===== config.mk =====
export PLATFORM = sky130hd
export DESIGN_NAME = linear_or_log_histogram
export DESIGN_NICKNAME = d
export VERILOG_FILES = /design/src/hw/rtl/llh_pkg.sv /design/src/hw/rtl/linear_or_log_histogram.sv /design/src/hw/rtl/llh_div.sv /design/src/hw/rtl/llh_store.sv
export SDC_FILE = /design/constraint.sdc
export NUM_CORES = 2
export LEC_CHECK = 0
export BUFFER_PORTS_ARGS = -buffer_cell sky130_fd_sc_hd__buf_2
export CAP_MARGIN = 30
export CORE_MARGIN = 2
export CORE_UTILIZATION = 25
export CTS_CLUSTER_SIZE = 25
export DETAILED_ROUTE_END_ITERATION = 16
export PLACE_DENSITY = 0.36
export SYNTH_ARGS = -nofsm -noshare
export SYNTH_HDL_FRONTEND = slang
export SYNTH_SLANG_ARGS = --single-unit
export TNS_END_PERCENT = 1

===== constraint.sdc =====
create_clock -name clk -period 9.92 [get_ports clk]
set_clock_uncertainty 0.1 [all_clocks]
set_input_delay 0.992 -clock clk [delete_from_list [all_inputs] [get_ports clk]]
set_output_delay 0.992 -clock clk [all_outputs]
set_load 0.005 [all_outputs]

===== src/hw/rtl/llh_pkg.sv =====
`timescale 1ns / 1ps
`default_nettype none
package llh_pkg;

  localparam int MAX_BINS = 32;
  localparam int BIN_W    = $clog2(MAX_BINS);
  localparam int CNT_W    = 64;
  localparam int NB_W     = 6;
  localparam int SHIFT_W  = $clog2(CNT_W);

  localparam logic [2:0] OP_RECORD     = 3'd0;
  localparam logic [2:0] OP_READ_BIN   = 3'd1;
  localparam logic [2:0] OP_READ_UNDER = 3'd2;
  localparam logic [2:0] OP_READ_OVER  = 3'd3;
  localparam logic [2:0] OP_CLEAR      = 3'd4;

  localparam logic [1:0] OUTC_IN_BIN = 2'd0;
  localparam logic [1:0] OUTC_UNDER  = 2'd1;
  localparam logic [1:0] OUTC_OVER   = 2'd2;

  localparam logic [1:0] REG_BIN_COUNT   = 2'd0;
  localparam logic [1:0] REG_RANGE_START = 2'd1;
  localparam logic [1:0] REG_BIN_WIDTH   = 2'd2;
  localparam logic [1:0] REG_LOG_MODE    = 2'd3;

  localparam logic [NB_W-1:0]  RST_BIN_COUNT   = NB_W'(20);
  localparam logic [CNT_W-1:0] RST_RANGE_START = '0;
  localparam logic [CNT_W-1:0] RST_BIN_WIDTH   = CNT_W'(1000);
  localparam logic             RST_LOG_MODE    = 1'b1;

  typedef struct packed {
    logic             rd_en;
    logic             wr_en;
    logic             clr;
    logic [BIN_W-1:0] addr;
    logic [CNT_W-1:0] wr_data;
  } store_req_t;

endpackage
`default_nettype wire


===== src/hw/rtl/linear_or_log_histogram.sv =====
// Histogram engine for 64-bit samples, linear or power-of-two bins.
// Input channel (in_valid/in_ready) takes one command per transfer: record a
// sample, read a bin, read the underflow or overflow counter, or clear all.
// Each command gives exactly one result transfer on out_valid/out_ready.
// A record that needs a bin index passes through the 64-step restoring divider
// that forms (sample - range_start) / bin_width one quotient bit per cycle,
// followed by a read-modify-write of the bin memory, or by an overflow count
// when the index is past the bins in use. Underflow, overflow on zero width,
// counter reads, clear and a read past the bins in use go straight to the
// result register; a read of a bin in use first reads the bin memory.
// Throughput: one command at a time; in_ready is high only while idle.
// The result sits in an output register, so the next command is taken while
// a finished result still waits; a stalled receiver holds the block only
// when a second result is ready before the first is taken.
// Configuration goes through the APB-style port; the user must write it
// only while idle, which the block does not enforce. Every register write
// clears all counters. Reset (rst_n, synchronous) sets bin_count 20,
// range_start 0, bin_width 1000, log mode, and clears all counters at once.
`timescale 1ns / 1ps
`default_nettype none
module linear_or_log_histogram (
  input  wire         clk,
  input  wire         rst_n,
  input  wire         in_valid,
  output logic        in_ready,
  input  wire  [2:0]  in_op,
  input  wire  [63:0] in_sample,
  input  wire  [4:0]  in_read_index,
  output logic        out_valid,
  input  wire         out_ready,
  output logic [63:0] out_count_out,
  output logic [1:0]  out_outcome,
  output logic [4:0]  out_bin_hit,
  input  wire         psel,
  input  wire         penable,
  input  wire         pwrite,
  input  wire  [4:0]  paddr,
  input  wire  [63:0] pwdata,
  output logic [63:0] prdata,
  output logic        pready
);
  import llh_pkg::*;

  typedef enum logic [1:0] {S_IDLE, S_DIV, S_UPD, S_PUT} state_t;

  state_t           state_r, state_nxt;
  logic [2:0]       op_r, op_nxt;
  logic [BIN_W-1:0] addr_r, addr_nxt;
  logic [CNT_W-1:0] res_count_r, res_count_nxt;
  logic [1:0]       res_outc_r, res_outc_nxt;
  logic [BIN_W-1:0] res_hit_r, res_hit_nxt;
  logic [CNT_W-1:0] uf_r, uf_nxt;
  logic [CNT_W-1:0] of_r, of_nxt;
  logic [NB_W-1:0]  bin_count_r, bin_count_nxt;
  logic [CNT_W-1:0] range_start_r, range_start_nxt;
  logic [CNT_W-1:0] bin_width_r, bin_width_nxt;
  logic             log_mode_r, log_mode_nxt;
  logic             out_valid_r, out_valid_nxt;
  logic [CNT_W-1:0] out_count_r, out_count_nxt;
  logic [1:0]       out_outc_r, out_outc_nxt;
  logic [BIN_W-1:0] out_hit_r, out_hit_nxt;

  logic               cfg_wr;
  logic [NB_W-1:0]    n_use;
  logic [NB_W-1:0]    n_m1;
  logic               in_xfer;
  logic               div_start;
  logic               div_done;
  logic [CNT_W-1:0]   div_quo;
  logic [SHIFT_W-1:0] div_msb;
  logic               div_nz;
  logic               over;
  logic [BIN_W-1:0]   bin_sel;
  logic [CNT_W-1:0]   store_rd;
  store_req_t         sreq;

  assign cfg_wr   = psel && penable && pwrite && pready;
  assign pready   = 1'b1;
  assign in_ready = (state_r == S_IDLE);
  assign in_xfer  = in_valid && in_ready;

  always_comb begin
    if (bin_count_r == '0) begin
      n_use = NB_W'(1);
    end else if (bin_count_r > NB_W'(MAX_BINS)) begin
      n_use = NB_W'(MAX_BINS);
    end else begin
      n_use = bin_count_r;
    end
  end
  assign n_m1 = n_use - NB_W'(1);

  always_comb begin
    if (log_mode_r) begin
      over    = div_nz && ({1'b0, div_msb} >= (SHIFT_W + 1)'(n_m1));
      bin_sel = div_nz ? BIN_W'(div_msb + SHIFT_W'(1)) : '0;
    end else begin
      over    = (div_quo >= CNT_W'(n_use));
      bin_sel = div_quo[BIN_W-1:0];
    end
  end

  always_comb begin
    case (paddr[4:3])
      REG_BIN_COUNT:   prdata = CNT_W'(bin_count_r);
      REG_RANGE_START: prdata = range_start_r;
      REG_BIN_WIDTH:   prdata = bin_width_r;
      REG_LOG_MODE:    prdata = CNT_W'(log_mode_r);
      default:         prdata = '0;
    endcase
  end

  always_comb begin
    state_nxt       = state_r;
    op_nxt          = op_r;
    addr_nxt        = addr_r;
    res_count_nxt   = res_count_r;
    res_outc_nxt    = res_outc_r;
    res_hit_nxt     = res_hit_r;
    uf_nxt          = uf_r;
    of_nxt          = of_r;
    bin_count_nxt   = bin_count_r;
    range_start_nxt = range_start_r;
    bin_width_nxt   = bin_width_r;
    log_mode_nxt    = log_mode_r;
    out_valid_nxt   = out_valid_r;
    out_count_nxt   = out_count_r;
    out_outc_nxt    = out_outc_r;
    out_hit_nxt     = out_hit_r;
    div_start       = 1'b0;
    sreq.rd_en      = 1'b0;
    sreq.wr_en      = 1'b0;
    sreq.clr        = 1'b0;
    sreq.addr       = addr_r;
    sreq.wr_data    = '0;

    if (out_valid_r && out_ready) begin
      out_valid_nxt = 1'b0;
    end

    if (cfg_wr) begin
      case (paddr[4:3])
        REG_BIN_COUNT:   bin_count_nxt   = pwdata[NB_W-1:0];
        REG_RANGE_START: range_start_nxt = pwdata;
        REG_BIN_WIDTH:   bin_width_nxt   = pwdata;
        REG_LOG_MODE:    log_mode_nxt    = pwdata[0];
        default:         bin_count_nxt   = bin_count_r;
      endcase
      uf_nxt   = '0;
      of_nxt   = '0;
      sreq.clr = 1'b1;
    end

    case (state_r)
      S_IDLE: begin
        if (in_xfer) begin
          op_nxt        = in_op;
          res_count_nxt = '0;
          res_outc_nxt  = OUTC_IN_BIN;
          res_hit_nxt   = '0;
          state_nxt     = S_PUT;
          case (in_op)
            OP_RECORD: begin
              if (in_sample < range_start_r) begin
                uf_nxt        = uf_r + CNT_W'(1);
                res_count_nxt = uf_r + CNT_W'(1);
                res_outc_nxt  = OUTC_UNDER;
              end else if (bin_width_r == '0) begin
                of_nxt        = of_r + CNT_W'(1);
                res_count_nxt = of_r + CNT_W'(1);
                res_outc_nxt  = OUTC_OVER;
              end else begin
                div_start = 1'b1;
                state_nxt = S_DIV;
              end
            end
            OP_READ_BIN: begin
              if ({1'b0, in_read_index} < n_use) begin
                addr_nxt   = in_read_index;
                sreq.addr  = in_read_index;
                sreq.rd_en = 1'b1;
                state_nxt  = S_UPD;
              end
            end
            OP_READ_UNDER: res_count_nxt = uf_r;
            OP_READ_OVER:  res_count_nxt = of_r;
            OP_CLEAR: begin
              uf_nxt   = '0;
              of_nxt   = '0;
              sreq.clr = 1'b1;
            end
            default: res_count_nxt = '0;
          endcase
        end
      end
      S_DIV: begin
        if (div_done) begin
          if (over) begin
            of_nxt        = of_r + CNT_W'(1);
            res_count_nxt = of_r + CNT_W'(1);
            res_outc_nxt  = OUTC_OVER;
            state_nxt     = S_PUT;
          end else begin
            addr_nxt   = bin_sel;
            sreq.addr  = bin_sel;
            sreq.rd_en = 1'b1;
            state_nxt  = S_UPD;
          end
        end
      end
      S_UPD: begin
        if (op_r == OP_RECORD) begin
          sreq.wr_en    = 1'b1;
          sreq.wr_data  = store_rd + CNT_W'(1);
          res_count_nxt = store_rd + CNT_W'(1);
          res_hit_nxt   = addr_r;
        end else begin
          res_count_nxt = store_rd;
        end
        state_nxt = S_PUT;
      end
      S_PUT: begin
        if (!out_valid_r || out_ready) begin
          out_valid_nxt = 1'b1;
          out_count_nxt = res_count_r;
          out_outc_nxt  = res_outc_r;
          out_hit_nxt   = res_hit_r;
          state_nxt     = S_IDLE;
        end
      end
      default: state_nxt = S_IDLE;
    endcase
  end

  always_ff @(posedge clk) begin
    if (!rst_n) begin
      state_r       <= S_IDLE;
      out_valid_r   <= 1'b0;
      uf_r          <= '0;
      of_r          <= '0;
      bin_count_r   <= RST_BIN_COUNT;
      range_start_r <= RST_RANGE_START;
      bin_width_r   <= RST_BIN_WIDTH;
      log_mode_r    <= RST_LOG_MODE;
    end else begin
      state_r       <= state_nxt;
      out_valid_r   <= out_valid_nxt;
      uf_r          <= uf_nxt;
      of_r          <= of_nxt;
      bin_count_r   <= bin_count_nxt;
      range_start_r <= range_start_nxt;
      bin_width_r   <= bin_width_nxt;
      log_mode_r    <= log_mode_nxt;
    end
    op_r        <= op_nxt;
    addr_r      <= addr_nxt;
    res_count_r <= res_count_nxt;
    res_outc_r  <= res_outc_nxt;
    res_hit_r   <= res_hit_nxt;
    out_count_r <= out_count_nxt;
    out_outc_r  <= out_outc_nxt;
    out_hit_r   <= out_hit_nxt;
  end

  llh_div u_div (
    .clk      (clk),
    .rst_n    (rst_n),
    .start    (div_start),
    .dividend (in_sample - range_start_r),
    .divisor  (bin_width_r),
    .done     (div_done),
    .quotient (div_quo),
    .msb      (div_msb),
    .nonzero  (div_nz)
  );

  llh_store u_store (
    .clk     (clk),
    .rst_n   (rst_n),
    .req     (sreq),
    .rd_data (store_rd)
  );

  assign out_valid     = out_valid_r;
  assign out_count_out = out_count_r;
  assign out_outcome   = out_outc_r;
  assign out_bin_hit   = out_hit_r;

endmodule
`default_nettype wire


===== src/hw/rtl/llh_div.sv =====
`timescale 1ns / 1ps
`default_nettype none
module llh_div (
  input  wire                        clk,
  input  wire                        rst_n,
  input  wire                        start,
  input  wire [llh_pkg::CNT_W-1:0]   dividend,
  input  wire [llh_pkg::CNT_W-1:0]   divisor,
  output logic                       done,
  output logic [llh_pkg::CNT_W-1:0]  quotient,
  output logic [llh_pkg::SHIFT_W-1:0] msb,
  output logic                       nonzero
);
  import llh_pkg::*;

  logic [CNT_W-1:0]   rem_r, rem_nxt;
  logic [CNT_W-1:0]   dvd_r, dvd_nxt;
  logic [CNT_W-1:0]   dvs_r, dvs_nxt;
  logic [CNT_W-1:0]   quo_r, quo_nxt;
  logic [SHIFT_W-1:0] cnt_r, cnt_nxt;
  logic [SHIFT_W-1:0] msb_r, msb_nxt;
  logic               seen_r, seen_nxt;
  logic               run_r, run_nxt;
  logic               done_r, done_nxt;
  logic [CNT_W:0]     trial;
  logic [CNT_W:0]     diff;
  logic               ge;

  assign trial = {rem_r, dvd_r[CNT_W-1]};
  assign diff  = trial - {1'b0, dvs_r};
  assign ge    = (trial >= {1'b0, dvs_r});

  always_comb begin
    rem_nxt  = rem_r;
    dvd_nxt  = dvd_r;
    dvs_nxt  = dvs_r;
    quo_nxt  = quo_r;
    cnt_nxt  = cnt_r;
    msb_nxt  = msb_r;
    seen_nxt = seen_r;
    run_nxt  = run_r;
    done_nxt = 1'b0;
    if (start) begin
      rem_nxt  = '0;
      dvd_nxt  = dividend;
      dvs_nxt  = divisor;
      quo_nxt  = '0;
      cnt_nxt  = SHIFT_W'(CNT_W - 1);
      seen_nxt = 1'b0;
      run_nxt  = 1'b1;
    end else if (run_r) begin
      rem_nxt = ge ? diff[CNT_W-1:0] : trial[CNT_W-1:0];
      dvd_nxt = {dvd_r[CNT_W-2:0], 1'b0};
      quo_nxt = {quo_r[CNT_W-2:0], ge};
      if (ge && !seen_r) begin
        msb_nxt  = cnt_r;
        seen_nxt = 1'b1;
      end
      if (cnt_r == '0) begin
        run_nxt  = 1'b0;
        done_nxt = 1'b1;
      end else begin
        cnt_nxt = cnt_r - SHIFT_W'(1);
      end
    end
  end

  always_ff @(posedge clk) begin
    if (!rst_n) begin
      run_r  <= 1'b0;
      done_r <= 1'b0;
    end else begin
      run_r  <= run_nxt;
      done_r <= done_nxt;
    end
    rem_r  <= rem_nxt;
    dvd_r  <= dvd_nxt;
    dvs_r  <= dvs_nxt;
    quo_r  <= quo_nxt;
    cnt_r  <= cnt_nxt;
    msb_r  <= msb_nxt;
    seen_r <= seen_nxt;
  end

  assign done     = done_r;
  assign quotient = quo_r;
  assign msb      = msb_r;
  assign nonzero  = seen_r;

endmodule
`default_nettype wire


===== src/hw/rtl/llh_store.sv =====
`timescale 1ns / 1ps
`default_nettype none
module llh_store (
  input  wire                       clk,
  input  wire                       rst_n,
  input  llh_pkg::store_req_t       req,
  output logic [llh_pkg::CNT_W-1:0] rd_data
);
  import llh_pkg::*;

  logic [CNT_W-1:0]    mem [MAX_BINS];
  logic [MAX_BINS-1:0] vld_r;
  logic [CNT_W-1:0]    rd_data_r;
  logic                rd_vld_r;

  always_ff @(posedge clk) begin
    if (!rst_n) begin
      vld_r <= '0;
    end else if (req.clr) begin
      vld_r <= '0;
    end else if (req.wr_en) begin
      vld_r[req.addr] <= 1'b1;
    end
  end

  always_ff @(posedge clk) begin
    if (req.wr_en) begin
      mem[req.addr] <= req.wr_data;
    end
    if (req.rd_en) begin
      rd_data_r <= mem[req.addr];
      rd_vld_r  <= vld_r[req.addr];
    end
  end

  // entries never written since the last clear read as zero
  assign rd_data = rd_vld_r ? rd_data_r : '0;

endmodule
`default_nettype wire


==> flow_metrics.env <==
export IMPL_syn_area_sq_um=123600
export IMPL_fp_dieH_microns=707.1
export IMPL_setup_worst_path_class="reg2reg"
export IMPL_p_per_area_nw_per_um2=259.5
export IMPL_antenna_found_initial=57
export IMPL_fraction_of_synthesized_cell_area_taken_by_the_top_area_cell_type_pct=58.24
export IMPL_yosys_warnings=0
export IMPL_die_area_sq_um=500000
export IMPL_grt_start_max_net_pins=137
export IMPL_postSynth_topFlopCell="edfxtp_1"
export IMPL_cts_setup_buffers=0
export IMPL_coreArea_sq_um=492900
export IMPL_worstPathRequired_ps=10520
export IMPL_largest_register_ffs=2048
export IMPL_drt_first_pass_iters=6
export IMPL_cts_buffers=344
export IMPL_number_of_buffers_on_the_longest_clock_path=4
export IMPL_clock_sink_count=2832
export IMPL_rsz0062_at_grt="false"
export IMPL_antenna_violating_nets_post_route=0
export IMPL_first_iter_violations=7230
export IMPL_start_util_pct=25.07
export IMPL_fraction_of_layout_cells_with_a_size_suffix_above_1_pct=11.45
export IMPL_vdd_drop_max_uv=314.0
export IMPL_grt_busiest_layer="met2"
export IMPL_avgViaCountPerCell=4.945
export IMPL_h_tree_depth=5
export IMPL_report_final_slew_viol_count=0
export IMPL_hp_class="in2reg"
export IMPL_io_pin_count=286
export IMPL_use_met1_pct=24.30
export IMPL_synth_commonest_cells="2,397 x edfxtp_1, 1,708 x nand2_1, 897 x a21oi_1, 660 x mux2i_1, 449 x nor2_1"
export IMPL_drc=0
export IMPL_postRouteWirelength_microns=484700
export IMPL_synthCells=10194
export IMPL_dieWidth_microns=707.1
export IMPL_root_buffer="clkbuf_16"
export IMPL_setup_violations_final=0
export IMPL_cp_data_arrival_time_ps=7390
export IMPL_synthArstFlopShare_pct=0
export IMPL_synthToLayoutAreaGrowth_pct=17.12
export IMPL_worstPathMaxFanout=26
export IMPL_path_clk_slew_ps=60
export IMPL_slew_headroom_pct=27.02
export IMPL_timing_hold_violations_final=0
export IMPL_vias=85347
export IMPL_yosysMostFrequentCell="edfxtp_1"
export IMPL_kind_of_start_point_of_the_critical_path="flip-flop"
export IMPL_outcome="finished, final reports clean"
export IMPL_gr_total_overflow=0
export IMPL_synth_area_per_cell_sq_um=12.12
export IMPL_finalCoreUtilization_pct=29.37
export IMPL_tns_ps=0
export IMPL_postCtsResizedCells=0
export IMPL_core_rowCount=258
export IMPL_holdBufCountCts=0
export IMPL_top_register="u_store.mem"
export IMPL_gp_congestion=0.9017
export IMPL_synth_largest_area_cell="edfxtp_1"
export IMPL_portBuffers=281
export IMPL_clock_latency_ps=990
export IMPL_place_detailed_hpwl_microns=302900
export IMPL_synth_edf_count=2397
export IMPL_worstSetupEndpointType="flip-flop"
export IMPL_fin_nets=10752
export IMPL_timing_final_crit_share_pct=68.48
export IMPL_wl_per_cell_microns=28.09
export IMPL_ys_seq_elements=2832
export IMPL_grt_util_met3_pct=2.270
export IMPL_synth_sequential_area_ratio_pct=65.28
export IMPL_timing_max_cap_violations=0
export IMPL_post_synth_cell_types=100
export IMPL_tightest_slew_ps=1095
export IMPL_grt_pass1_wl_microns=670900
export IMPL_fmax_mhz=147.2
export IMPL_global_route_usage_met2_pct=32.54
export IMPL_vias_in_the_first_global_route=83821
export IMPL_p_leak_nw=51.33
export IMPL_grt_total_usage_pct=18.68
export IMPL_synth_area_top_cells="edfxtp_1 58%, dfxtp_1 7.0%, mux2i_1 5.3%"
export IMPL_final_min_clock_period_ps=6793
export IMPL_clock_tree_from_tritoncts="done"
==> cells by family (layout without fill, tap and decap cells) <==
family | after synthesis | in the layout | share of synthesized area [%]
buf+inv | 851 | 1388 | 3.035
mux | 669 | 669 | 5.448
simple gates | 3013 | 3013 | 10.71
other cells | 1 | 29 | 0.003034
xor+xnor | 305 | 305 | 2.161
flops | 2832 | 2832 | 65.28
fa+ha+maj | 158 | 158 | 1.612
compound gates | 2365 | 2365 | 11.75
==> placed cells by master (no fill, tap or decap), drive strengths merged, types with 111 or more instances in the layout <==
cell type  count
a21oi        899
buf          558
nor4         233
nand2       1708
nand3        244
dfxtp        435
mux2i        660
xor2         148
edfxtp      2397
o22ai        310
ha           156
xnor2        157
nor2         451
clkinv       151
a22o         111
clkbuf       439
inv          212
o21ai        417
==> final timing paths <==
check	start	end	slack (ps)	depth (start not counted)
min	pwdata[23]	range_start_r[23]$_SDFFE_PN0P_	180	3
min reg2reg	res_count_r[50]$_DFFE_PP_	out_count_out[50]$_DFFE_PP_	320	0
max reg2reg	bin_count_r[2]$_SDFFE_PN1P_	u_store.rd_data_r[7]$_DFFE_PP_	3130	18
max	bin_count_r[2]$_SDFFE_PN1P_	u_store.rd_data_r[7]$_DFFE_PP_	3130	18
==> report_power, final <==
part,total [mW],switching [mW],internal (mW)
registers,14.3,0.578,13.7
clock network,12.4,5.25,7.16
logic,10.9,7.51,3.35
==> worst max-delay path: stages (launching register included) <==
cell      delay, ps
dfxtp_1         490
nor4_1          100
o21ai_1         450
ha_1            280
nand3_1          90
xnor2_1         150
ha_1            300
nand2_1          50
o21ai_0         190
a31oi_1         190
o211ai_4        450
mux2i_1         320
o21ai_0         160
and2_0          560
nand2_4         870
buf_4           490
o22ai_1         130
nor4_1          900
nand3_1         180
==> per-stage QoR <==
step / instance area, sq um / setup slack [ps] / instances / power, mW / hold slack, ps
floorplan: 123600 / 1696 / 10195 / 21.39 / 300.3
global placement: 133300 / 2376 / 16569 / 25.48 / 306.5
detailed placement: 133600 / 2413 / 16593 / 25.55 / 306.4
CTS: 144500 / 2985 / 17225 / 38.11 / 79.23
global route: 144700 / 2698 / 17241 / 39.27 / 139.3
finish: 144800 / 3127 / 17259 / 37.57 / 176.5
==> layout make-up <==
| type | instances | area (sq um) |
|---|---|---|
| sequential | 2832 | 80690 |
| clock buffer | 439 | 9225 |
| clock inverter | 193 | 1729 |
| fill | 50036 | 348200 |
| tap | 6500 | 8133 |
| antenna | 27 | 67.56 |
| multi-input combinational | 6512 | 40040 |
| timing repair buffer | 558 | 4118 |
| inverter | 198 | 753.2 |
==> metal layers <==
| metal | routed length (microns) | up-vias |
|---|---|---|
| met1 | 207800 | 43588 |
| met3 | 24170 | 671 |
| met5 | 120 | - |
| met4 | 14840 | 20 |
| li1 | - | 38633 |
| met2 | 237800 | 2435 |
(Power assumes the default switching activity.)
